$ cat config.mk
export PLATFORM = sky130hd
export DESIGN_NAME = time_frame_check_and_decode
export DESIGN_NICKNAME = d
export VERILOG_FILES = /design/src/hw/rtl/tfcd_pkg.sv /design/src/hw/rtl/tfcd_window.sv /design/src/hw/rtl/tfcd_decode.sv /design/src/hw/rtl/time_frame_check_and_decode.sv
export SDC_FILE = /design/constraint.sdc
export NUM_CORES = 1
export LEC_CHECK = 0
export ABC_AREA = 1
export BUFFER_PORTS_ARGS = -buffer_cell sky130_fd_sc_hd__buf_2
export CAP_MARGIN = 40
export CORE_MARGIN = 2
export CORE_UTILIZATION = 30
export CTS_CLUSTER_DIAMETER = 60
export DETAILED_ROUTE_END_ITERATION = 12
export GPL_ROUTABILITY_DRIVEN = 0
export PLACE_DENSITY_LB_ADDON = 0.2
export SYNTH_ARGS = -nofsm -noshare
export SYNTH_HDL_FRONTEND = slang
export SYNTH_SLANG_ARGS = --single-unit
$ cat constraint.sdc
create_clock -name clock -period 6.5 [get_ports clock]
set_input_delay 1.3 -clock clock [delete_from_list [all_inputs] [get_ports clock]]
set_output_delay 1.3 -clock clock [all_outputs]
set_load 0.01 [all_outputs]
$ cat src/hw/rtl/tfcd_pkg.sv
`timescale 1ns / 1ps
// ----------------------------------------------------------------------------
// tfcd_pkg
// Shared constants and types for the time frame check and decode block.
// ----------------------------------------------------------------------------
package tfcd_pkg;

   localparam int unsigned WinLen   = 16;
   localparam int unsigned ByteW    = 8;
   localparam int unsigned SumFirst = 4;
   localparam int unsigned CheckPos = 14;
   localparam int unsigned EndPos   = 15;
   localparam int unsigned DataPos  = 7;

   localparam logic [ByteW-1:0] StartByte = 8'h68;
   localparam logic [ByteW-1:0] LenByte   = 8'h0A;
   localparam logic [ByteW-1:0] EndByte   = 8'h16;

   // position 0 holds the oldest byte
   typedef logic [WinLen-1:0][ByteW-1:0] window_type;

   typedef struct packed {
      logic       frame_ok;
      logic [9:0] millis;
      logic [5:0] seconds;
      logic [5:0] minutes;
      logic [4:0] hour;
      logic       summer_time;
      logic [4:0] day;
      logic [2:0] weekday;
      logic [3:0] month;
      logic [6:0] year;
   } result_type;

endpackage

$ cat src/hw/rtl/tfcd_window.sv
`timescale 1ns / 1ps
// ----------------------------------------------------------------------------
// tfcd_window
// Sixteen-byte sliding window; shifts in one byte per input transfer.
// ----------------------------------------------------------------------------
module tfcd_window (
   input  logic                      clock,
   input  logic                      reset,
   input  logic                      shift_en,
   input  logic [7:0]                rx_byte,
   output tfcd_pkg::window_type      window
);
   import tfcd_pkg::*;

   window_type window_ff;
   window_type window_in;

   always_comb begin
      window_in = window_ff;
      if (shift_en) begin
         for (int i = 0; i < WinLen - 1; i++) begin
            window_in[i] = window_ff[i + 1];
         end
         window_in[WinLen-1] = rx_byte;
      end
   end

   always_ff @(posedge clock) begin
      if (reset) begin
         window_ff <= '0;
      end else begin
         window_ff <= window_in;
      end
   end

   assign window = window_ff;

endmodule

$ cat src/hw/rtl/tfcd_decode.sv
`timescale 1ns / 1ps
// ----------------------------------------------------------------------------
// tfcd_decode
// Frame check (start bytes, checksum, end byte) and time field unpacking.
// ----------------------------------------------------------------------------
module tfcd_decode (
   input  tfcd_pkg::window_type  window,
   output tfcd_pkg::result_type  result
);
   import tfcd_pkg::*;

   logic [ByteW-1:0] sum_lo;
   logic [ByteW-1:0] sum_hi;
   logic [ByteW-1:0] sum;
   logic             start_ok;
   logic             match;
   logic [ByteW-1:0] d0, d1, d2, d3, d4, d5, d6;

   // 8-bit checksum over positions 4 to 13, split in two halves
   assign sum_lo = window[SumFirst] + window[SumFirst+1] + window[SumFirst+2]
                 + window[SumFirst+3] + window[SumFirst+4];
   assign sum_hi = window[SumFirst+5] + window[SumFirst+6] + window[SumFirst+7]
                 + window[SumFirst+8] + window[SumFirst+9];
   assign sum    = sum_lo + sum_hi;

   assign start_ok = (window[0] == StartByte) && (window[1] == LenByte)
                  && (window[2] == LenByte)   && (window[3] == StartByte);
   assign match    = start_ok && (window[CheckPos] == sum)
                  && (window[EndPos] == EndByte);

   assign d0 = window[DataPos];
   assign d1 = window[DataPos+1];
   assign d2 = window[DataPos+2];
   assign d3 = window[DataPos+3];
   assign d4 = window[DataPos+4];
   assign d5 = window[DataPos+5];
   assign d6 = window[DataPos+6];

   always_comb begin
      result = '0;
      if (match) begin
         result.frame_ok    = 1'b1;
         result.millis      = {d1[1:0], d0};
         result.seconds     = d1[7:2];
         result.minutes     = d2[5:0];
         result.hour        = d3[4:0];
         result.summer_time = d3[7];
         result.day         = d4[4:0];
         result.weekday     = d4[7:5];
         result.month       = d5[3:0];
         result.year        = d6[6:0];
      end
   end

endmodule

$ cat src/hw/rtl/time_frame_check_and_decode.sv
`timescale 1ns / 1ps
// ----------------------------------------------------------------------------
// time_frame_check_and_decode
// Checks a sliding 16-byte window for a fixed-length time frame after every
// received byte and reports the decoded time fields, one result per byte.
// ----------------------------------------------------------------------------
//   channel   direction  handshake            payload
//   req       in         req_valid/req_stall  req_rx_byte
//   rsp       out        rsp_valid/rsp_stall  rsp_frame_ok .. rsp_year
//
// One byte per cycle sustained while rsp_stall is low. A byte enters the
// window register at its transfer edge, is checked combinationally from the
// window and lands in the result register when that register is empty or its
// result is taken. Reset is synchronous and clears the window to zero and
// drops any pending item. While a result waits under rsp_stall, one more byte
// is still taken; req_stall rises only when both stages are full, and during
// reset.
// ----------------------------------------------------------------------------
module time_frame_check_and_decode (
   input  logic       clock,
   input  logic       reset,
   input  logic       req_valid,
   output logic       req_stall,
   input  logic [7:0] req_rx_byte,
   output logic       rsp_valid,
   input  logic       rsp_stall,
   output logic       rsp_frame_ok,
   output logic [9:0] rsp_millis,
   output logic [5:0] rsp_seconds,
   output logic [5:0] rsp_minutes,
   output logic [4:0] rsp_hour,
   output logic       rsp_summer_time,
   output logic [4:0] rsp_day,
   output logic [2:0] rsp_weekday,
   output logic [3:0] rsp_month,
   output logic [6:0] rsp_year
);
   import tfcd_pkg::*;

   window_type window;
   result_type result;
   result_type rsp_ff;
   logic       rsp_valid_ff;
   logic       rsp_valid_in;
   logic       pend_ff;
   logic       pend_in;
   logic       out_free;
   logic       advance;
   logic       req_xfer;

   assign out_free  = !rsp_valid_ff || !rsp_stall;
   assign advance   = pend_ff && out_free;
   assign req_stall = reset || (pend_ff && !out_free);
   assign req_xfer  = req_valid && !req_stall;

   tfcd_window u_window (
      .clock    (clock),
      .reset    (reset),
      .shift_en (req_xfer),
      .rx_byte  (req_rx_byte),
      .window   (window)
   );

   tfcd_decode u_decode (
      .window (window),
      .result (result)
   );

   always_comb begin
      pend_in      = req_xfer || (pend_ff && !advance);
      rsp_valid_in = advance || (rsp_valid_ff && rsp_stall);
   end

   always_ff @(posedge clock) begin
      if (reset) begin
         pend_ff      <= 1'b0;
         rsp_valid_ff <= 1'b0;
      end else begin
         pend_ff      <= pend_in;
         rsp_valid_ff <= rsp_valid_in;
      end
   end

   // hold the result while stalled
   always_ff @(posedge clock) begin
      if (advance) begin
         rsp_ff <= result;
      end
   end

   assign rsp_valid       = rsp_valid_ff;
   assign rsp_frame_ok    = rsp_ff.frame_ok;
   assign rsp_millis      = rsp_ff.millis;
   assign rsp_seconds     = rsp_ff.seconds;
   assign rsp_minutes     = rsp_ff.minutes;
   assign rsp_hour        = rsp_ff.hour;
   assign rsp_summer_time = rsp_ff.summer_time;
   assign rsp_day         = rsp_ff.day;
   assign rsp_weekday     = rsp_ff.weekday;
   assign rsp_month       = rsp_ff.month;
   assign rsp_year        = rsp_ff.year;

endmodule

**Word-level counts from Yosys, hierarchy flattened**

Cells that the tools add are included.
Widths: inputs -> output; s select.

- Input port bits: 12
- Output and inout bits: 50
- Logic and storage cells: 63
- Bits in registers: 178

- Reduce and logical (&&, ||, !) cells: 19
- Add/sub/neg operators: 9
- Multiplexer cells: 1
- Equal/unequal tests: 6

Operators with widths:

| cell | count |
|---|---|
| $add 8x8->8 | 9 |
| $mux 48 | 1 |
| $eq 8x4->1 const B | 2 |
| $eq 8x7->1 const B | 2 |
| $logic_and 1x1->1 | 10 |
| $eq 8x5->1 const B | 1 |
| $eq 8x8->1 | 1 |
| $logic_not 1->1 | 5 |
| $logic_or 1x1->1 | 4 |

**Logic depth before layout (Yosys ltp)**

Gate-level depths: netlist of run 1.

- Depth after elaboration: 9
- Depth in mapped cells: 24

**Cells and area by module**

A second synthesis of run 1 with hierarchy kept.

- Cells, all modules: 1225
- Area total of the unflattened synthesis: 9278.9 um2

By module, submodules not included:

| module | instances | area each (um2) | cells each | seq. area each (um2) |
|---|---|---|---|---|
| tfcd_window | 1 | 5206.2 | 811 | 2562.5 |
| tfcd_decode | 1 | 2537.4 | 354 | 0.0 |
| time_frame_check_and_decode | 1 | 1535.2 | 60 | 1481.4 |

**Worst setup path before layout of run 1**

No wires, ideal clock.

- Path type: register -> register
- Start point: register u_window.window_ff, in the netlist u_window.window[82]
- End point: register rsp_ff, in the netlist rsp_millis[7], data pin
- Data required time: 6.246 ns
- Cell stages (with the launch flop): 20
- Setup slack: 1.979 ns
- Period minus slack after synthesis: 4.521 ns
- Arrival: 4.267 ns
- Cell sequence: dfxtp_1 fa_1 inv_1 fa_1 fa_1 fa_1 inv_1 fa_1 inv_1 fa_1 xnor2_1 or2_0 nand3_1 nor2_1 nand4_1 nor2_1 nand2_1 buf_6 buf_12 nor2_4

- Longest elaborated chain between the ends: 8

Ends and longest elaborated chain:

| item | line | text |
|---|---|---|
| from (decl) | tfcd_window.sv:15 | `window_type window_ff;` |
| from (signal assigned) | tfcd_window.sv:32 | `window_ff <= window_in;` |
| $add 8x8->8 (2 in a row) | tfcd_decode.sv:22 | `assign sum_hi = window[SumFirst+5] + window[SumFirst+6] + window[SumFirst+7]` |
| $add 8x8->8 (2 in a row) | tfcd_decode.sv:23 | `+ window[SumFirst+8] + window[SumFirst+9];` |
| $add 8x8->8 | tfcd_decode.sv:24 | `assign sum = sum_lo + sum_hi;` |
| $eq 8x8->1 | tfcd_decode.sv:28 | `assign match = start_ok && (window[CheckPos] == sum)` |
| $logic_and 1x1->1 | tfcd_decode.sv:28 |  |
| $logic_and 1x1->1 | tfcd_decode.sv:29 | `&& (window[EndPos] == EndByte);` |
| to (signal assigned) | time_frame_check_and_decode.sv:87 | `rsp_ff <= result;` |
| to (decl) | time_frame_check_and_decode.sv:42 | `result_type rsp_ff;` |

Every way passes these cells.
A chain may end at the register's enable or synchronous reset.

**Worst setup path in the final report of run 1**

- Start point: register u_window.window_ff, in the netlist u_window.window[58]
- End point: register rsp_ff, in the netlist rsp_seconds[4], data pin

- Longest elaborated chain between the ends: 6

Ends and longest elaborated chain:

| item | line | text |
|---|---|---|
| $add 8x8->8 (2 in a row) | tfcd_decode.sv:21 | `+ window[SumFirst+3] + window[SumFirst+4];` |
| $add 8x8->8 | tfcd_decode.sv:24 |  |
| $eq 8x8->1 | tfcd_decode.sv:28 |  |
| $logic_and 1x1->1 | tfcd_decode.sv:28 |  |
| $logic_and 1x1->1 | tfcd_decode.sv:29 |  |

Every way passes these cells.

==> results of run 1 <==
==> stage by stage <==
stage,instance area [µm²],std cells
6_report,9740,1345
5_1_grt,9740,1345
4_1_cts,9740,1345
3_5_place_dp,9190,1313
3_3_place_gp,9110,1310
2_1_floorplan,8530,917
==> state kept, by name, summed over array words and instances (netlist names) <==
signal	flops
rsp_millis	10
rsp_valid	1
pend_ff	1
rsp_summer_time	1
rsp_month	4
rsp_weekday	3
rsp_seconds	6
rsp_minutes	6
rsp_frame_ok	1
rsp_year	7
u_window.window	128
rsp_hour	5
rsp_day	5
==> critical path: cells and delay by family (launching register included) <==
kind	cells	cell delay (ps)
flip-flops	1	330
adder cells (fa/ha/maj)	6	2940
AND/OR/NAND/NOR	7	850
XOR/XNOR	1	240
buffers and inverters	4	410
==> layer usage <==
layer | up-vias | routed length [µm] | track usage [%]
met2 | 81 | 8730 | 20.3
met3 | 5 | 540 | 2.95
met5 | - | 0 | 0
met4 | 0 | 136 | 2.88
met1 | 2749 | 9400 | 18.7
li1 | 3011 | - | -
==> cell type report <==
class,instances,area [µm²]
timing repair buffer,69,428
clock inverter,15,129
multi-input combinational,537,3680
tap,378,473
inverter,151,567
clock buffer,17,425
fill,2882,18100
sequential,178,4040
==> path summary, 6_finish.rpt <==
check	to	slack [ps]	cells after the start
worst max-delay path	rsp_seconds[4]	1550	18
worst min-delay path	u_window.window[12]	460	2
worst max register to register	rsp_seconds[4]	1550	18
worst min register to register	u_window.window[12]	460	2
==> power by group <==
part | leakage [nW] | switching, mW | internal [mW]
sequential | 1.56 | 0.0165 | 1.16
combinational | 1.83 | 0.137 | 0.0764
clock | 0.267 | 0.490 | 0.502
total | 3.65 | 0.644 | 1.74
==> synthesized netlist by cell type, drive strengths merged <==
library cell / number
a21oi: 51
buf: 29
clkbuf: 22
dfxtp: 130
edfxtp: 48
fa: 50
ha: 11
inv: 151
nand2: 189
nand3: 16
nand3b: 1
nand4: 5
nor2: 71
o211ai: 1
o21a: 17
o21ai: 30
o31ai: 84
or2: 4
xnor2: 3
xor2: 3
xor3: 1
==> cells by family (layout without fill, tap and decap cells) <==
kind of cell / count (synthesis) / after routing / synth area share (%)
flops: 178 / 178 / 47.4
xor+xnor: 7 / 7 / 0.895
buf+inv: 202 / 252 / 9.74
compound gates: 183 / 183 / 13.8
fa+ha+maj: 61 / 61 / 13.4
simple gates: 286 / 286 / 14.8
==> key figures, run 1 <==
Placed design
  – Place WS: 1570 ps
  – Hpwl dp: 13100 µm
  – Port Buffers: 61

Floorplan
  – Die ar.: 29800 µm²
  – Die Wd: 173 µm
  – Core ar.: 27900 µm²
  – Initial core utilization: 30.6%
  – Row cnt: 61
  – Die Span Y: 173 µm
  – Ports: 62

Logic synthesis
  – Seq/Total Area, Yosys: 47.4%
  – Yosys top cell by area: dfxtp_1
  – Area contributors post-synth: dfxtp_1, edfxtp_1, fa_1
  – Cells after Synth: 917
  – Yosys cell types: 28
  – Syn_nets: 990
  – Yosys top cell area share: 30.5%
  – Post-Syn Area: 8530 µm²
  – Yosys warnings: 0
  – Syn avg cell area: 9.30 µm²
  – #FFs+latches synth: 178

Timing
  – Hold WS: 458 ps
  – Setup tns final: 0 ps
  – Number of setup violations in the final report: 0
  – Worst Skew: 9.96 ps
  – Min Tclk post-route: 4950 ps
  – Fin. Hold Viols: 0
  – Max-slew violation count: 0
  – Period utilisation layout: 76.1%
  – Slew headroom: 46.9%
  – Unrepaired setup endpoints after global routing: false
  – Worst Setup Slack, final: 1550 ps
  – FMAX: 0.202 GHz
  – Tightest Pin Transition: 797 ps

Routing
  – DR pass1 iterations: 5
  – Final wirelength: 18800 µm
  – Initial DRC count: 425
  – Remaining antenna violation count after routing: 0
  – Vias: 5846
  – Mean routed wirelength per cell: 14.0 µm
  – Drt drc: 0
  – Via/cell ratio: 4.35

Cells and area
  – # diodes: 0
  – Post-layout util: 35.0%
  – Most frequent cells in the layout: nand2_1, inv_1, dfxtp_1
  – Most common cell after layout, fill and taps aside: nand2_1
  – Ratio of cells with drive above 1 in the final layout: 13.0%
  – Area Overhead vs Synth: 14.3%
  – Final #Nets: 1027

Worst setup path
  – Crit Path Max Fanout: 44
  – CP Cell Sequence: fa_1, inv_1, fa_1, fa_1, fa_1, inv_1, fa_1, inv_1, fa_1, xnor2_1, or2_0, nand3_1, nor2_1, nand4_1, nor2_1, nand2_4, buf_16, nor2_1
  – Cell mode on critical path: fa_1
  – Slowest-stage cell, CP: fa_1
  – Critical path's largest stage delay: 550 ps
  – Crit path DAT: 5230 ps
  – Startpoint class of the critical path: flip-flop
  – Critical path type: reg -> reg
  – Crit path capture type: flip-flop
  – R2r startpoint: u_window.window[58]
  – CP startpoint: u_window.window[58]
  – Critical Path RT: 6780 ps

GRT
  – Vias in the first global route: 5701
  – Initial antenna violation count: 0
  – Global-route wire length before repair: 31100 µm
  – Gr usage total: 13.1%
  – Total grt overflow: 0
  – Largest net degree at the start of global routing: 94

Hold path
  – Hold_sp: u_window.window[20]
  – Worst min path class: reg -> reg

CTS
  – # resized after CTS: 0
  – Buffers inserted by post-CTS timing repair: 0
  – H-tree level count: 4
  – Number of CTS-inserted buffers: 17
  – Root Driver: clkbuf_16
  – Reg clk slew, reported paths: 70 ps
  – Clk_lat worst skew: 430 ps
  – CTS Sinks: 178
  – Longest Clk Path Bufs: 2
  – CTS tree: built
  – Hold Buf Count CTS: 0

Pwr
  – Total power: 2.38 mW
  – Power Density: 244 nW/µm²
  – Leak: 3.65 nW
  – Worst VDD drop: 0.134 mV

Run status
  – Run status: completed

Run
  – Total of max-cap violations: 0
No activity file was read; power rests on OpenSTA's default activity.
==> run 2, diff against run 1 <==
--- a/config.mk
+++ b/config.mk
@@ -5,7 +5,7 @@
 export SDC_FILE = /design/constraint.sdc
 export NUM_CORES = 1
 export LEC_CHECK = 0
-export ABC_AREA = 1
+export ABC_AREA = 0
 export BUFFER_PORTS_ARGS = -buffer_cell sky130_fd_sc_hd__buf_2
 export CAP_MARGIN = 40
 export CORE_MARGIN = 2
==> constraint.sdc (replaced) <==
create_clock -name clock -period 4.9 [get_ports clock]
set_input_delay 0.98 -clock clock [delete_from_list [all_inputs] [get_ports clock]]
set_output_delay 0.98 -clock clock [all_outputs]
set_load 0.01 [all_outputs]
==> run 2 against run 1 <==
The run now ends with negative setup slack left; count of clock-buffer cells in the layout is the same; critical path depth is the same; area after synthesis grew 3.0%; synthesized cell count shrank 2.9%; hold slack gained 0.84 ps; largest power group unchanged; global-route usage grew 1.1 points; register-to-register slack lost 2000 ps.
==> key figures, run 2 <==
Routing
  – Vias: 6311
  – Remaining antenna violation count after routing: 0
  – Final wirelength: 20800 µm
  – Drt drc: 0
  – Initial DRC count: 316
  – Via/cell ratio: 4.49
  – DR pass1 iterations: 4
  – Mean routed wirelength per cell: 14.8 µm

Worst setup path
  – CP Cell Sequence: fa_1, inv_1, fa_1, fa_1, fa_1, inv_1, fa_1, inv_1, fa_1, xor2_1, nand4_1, or4_4, nor4b_4, buf_6, buf_12, buf_16, nand2_1, a211oi_2
  – Slowest-stage cell, CP: fa_1
  – Buf/Inv on CP: 6
  – Crit Path Max Fanout: 5
  – Startpoint class of the critical path: flip-flop
  – Crit path DAT: 5600 ps
  – Critical path type: reg -> reg
  – CP delay by family, top: adder cells
  – Crit path capture type: flip-flop
  – Critical path's largest stage delay: 550 ps
  – Cell mode on critical path: fa_1
  – Critical Path RT: 5170 ps

CTS
  – Reg clk slew, reported paths: 70 ps
  – Hold Buf Count CTS: 0
  – CTS Sinks: 178
  – Number of CTS-inserted buffers: 17
  – H-tree level count: 4
  – Clk_lat worst skew: 430 ps
  – CTS tree: built
  – Root Driver: clkbuf_16
  – Longest Clk Path Bufs: 2

Run status
  – Run status: finished with violations
  – Failing checks: negative setup slack

Pwr
  – Leak: 4.65 nW
  – Switching Share: 25.2%
  – Worst VDD drop: 0.224 mV
  – Total power: 3.20 mW
  – Clock network power share: 44.5%
  – Internal power: 2.39 mW
  – Combinational power share: 6.8%
  – Net Sw Power: 0.805 mW
  – Power Density: 290 nW/µm²
  – Flop pwr share: 48.7%

GRT
  – Vias in the first global route: 6354
  – Gr usage total: 14.3%
  – Initial antenna violation count: 0
  – Total grt overflow: 0
  – Global-route wire length before repair: 34500 µm
  – Largest net degree at the start of global routing: 89

Timing
  – Hold WS: 459 ps
  – Setup tns final: -18250 ps
  – Min Tclk post-route: 5330 ps
  – Period utilisation layout: 109%
  – Worst Setup Slack, final: -432 ps
  – Tightest Pin Transition: 736 ps
  – Max-slew violation count: 0
  – FMAX: 0.188 GHz
  – Number of setup violations in the final report: 48
  – Slew headroom: 50.9%
  – Worst Skew: 14.6 ps
  – Unrepaired setup endpoints after global routing: true
  – Fin. Hold Viols: 0

Logic synthesis
  – Asr flop ratio synth: 0%
  – Seq/Total Area, Yosys: 46.1%
  – Yosys cell types: 40
  – Top FF cell, synth: dfxtp_1
  – Yosys top cell by area: dfxtp_1
  – Syn avg cell area: 9.86 µm²
  – Yosys warnings: 0
  – Yosys top cell area share: 29.6%
  – Post-Syn Area: 8780 µm²
  – Post-synth EDFFs: 48
  – Leading cell types by count after synthesis: nand2_1, dfxtp_1, nand3b_1, inv_1, fa_1
  – #FFs+latches synth: 178
  – Top-count cell post-synth: nand2_1
  – Syn_nets: 963
  – Cells after Synth: 890
  – Area contributors post-synth: dfxtp_1, edfxtp_1, nand2_1

Cells and area
  – Ratio of cells with drive above 1 in the final layout: 25.6%
  – Non-filler cells, final: 1407
  – Post-layout util: 38.2%
  – Max reg flops: 128
  – Final #Nets: 1083
  – Most common cell after layout, fill and taps aside: nand2_1
  – Register area: 4050 µm²
  – Most frequent cells in the layout: nand2_1, dfxtp_1, nand3b_1
  – Multi-input logic area: 4420 µm²
  – Number of fill cells: 2857
  – Area Overhead vs Synth: 25.4%
  – # diodes: 0

Hold path
  – Worst min path class: reg -> reg

Floorplan
  – Die Wd: 175 µm
  – Core ar.: 28800 µm²
  – Initial core utilization: 30.5%
  – Die ar.: 30600 µm²
  – Die Span Y: 175 µm
  – Ports: 62
  – Row cnt: 62

Placed design
  – Port Buffers: 61
  – Hpwl dp: 14300 µm
  – Placed instance count: 1367

Run
  – Total of max-cap violations: 0
==> run 2: cell count changes after synthesis, moves of 19 or more <==
| cell | delta |
|---|---|
| nand2_1 | +106 |
| nand3b_1 | +123 |
| clkbuf_1 | +24 |
| inv_1 | -95 |
| nor2_1 | -49 |
| o21ai_0 | -26 |
| a21oi_1 | -46 |
| o31ai_1 | -80 |
| a211oi_2 | +31 |
| nor2_4 | -19 |
| buf_2 | -20 |
==> run 2: routing by layer <==
metal  GRT usage, %  vias up  share of wire (%)
met5              0        -                  0
met4           4.10        0                1.4
met3           2.65       15                2.7
met2           22.8       74                 47
met1           19.7     3046                 49
li1               -     3176                  -
==> run 2: power groups by stage <==
stage	registers (mW)	logic [mW]	clock network, mW
finish	1.56	0.218	1.42
global route	1.56	0.239	1.52
CTS	1.56	0.220	1.47
detailed placement	1.59	0.215	0
global placement	1.59	0.211	0
floorplan	1.60	0.128	0
==> run 2: worst reg2reg max path: stages, from the launching register on <==
cell	delay (ps)
dfxtp_2	330
fa_1	550
inv_1	60
fa_1	480
fa_1	520
fa_1	490
inv_1	50
fa_1	510
inv_1	60
fa_1	500
xor2_1	140
nand4_1	110
or4_4	440
nor4b_4	230
buf_6	190
buf_12	130
buf_16	120
nand2_1	70
a211oi_2	190
==> run 2: logic make-up after synthesis <==
kind of cell	synth area share [%]
AOI/OAI and AO/OA	7.30
xor gates and xnor gates	2.92
adders and majority gates	13.0
buffers and inverters	5.56
DFF	46.1
and+or+nand+nor	25.2
==> run 2: timing repair <==
item                       CTS  global route
resized for setup           32             7
cloned                       3             0
setup endpoints to repair   48            48
setup buffers                4             1
pin swaps                   11             3
==> run 2: per-stage QoR <==
step | worst slack, ps | instance area (µm²)
2_1_floorplan | -69.9 | 8780
3_3_place_gp | -415 | 10100
3_5_place_dp | -427 | 10100
4_1_cts | -458 | 11000
5_1_grt | -686 | 11000
6_report | -432 | 11000
==> run 2: final cells by class <==
type	count	area share, %
Timing Repair Buffer	163	11.2
Multi-Input combinational cell	595	40.2
Clock buffer	17	3.87
Sequential cell	178	36.8
Tap cell	384	4.37
Clock inverter	15	1.73
Inverter	55	1.88
==> run 2: worst paths after layout <==
check / startpoint / to / slack, ps / cells after the start
setup / recovery: u_window.window[82] / rsp_minutes[1] / -430 / 18
hold / removal: u_window.window[24] / u_window.window[16] / 460 / 2
setup reg to reg: u_window.window[82] / rsp_minutes[1] / -430 / 18
hold reg to reg: u_window.window[24] / u_window.window[16] / 460 / 2
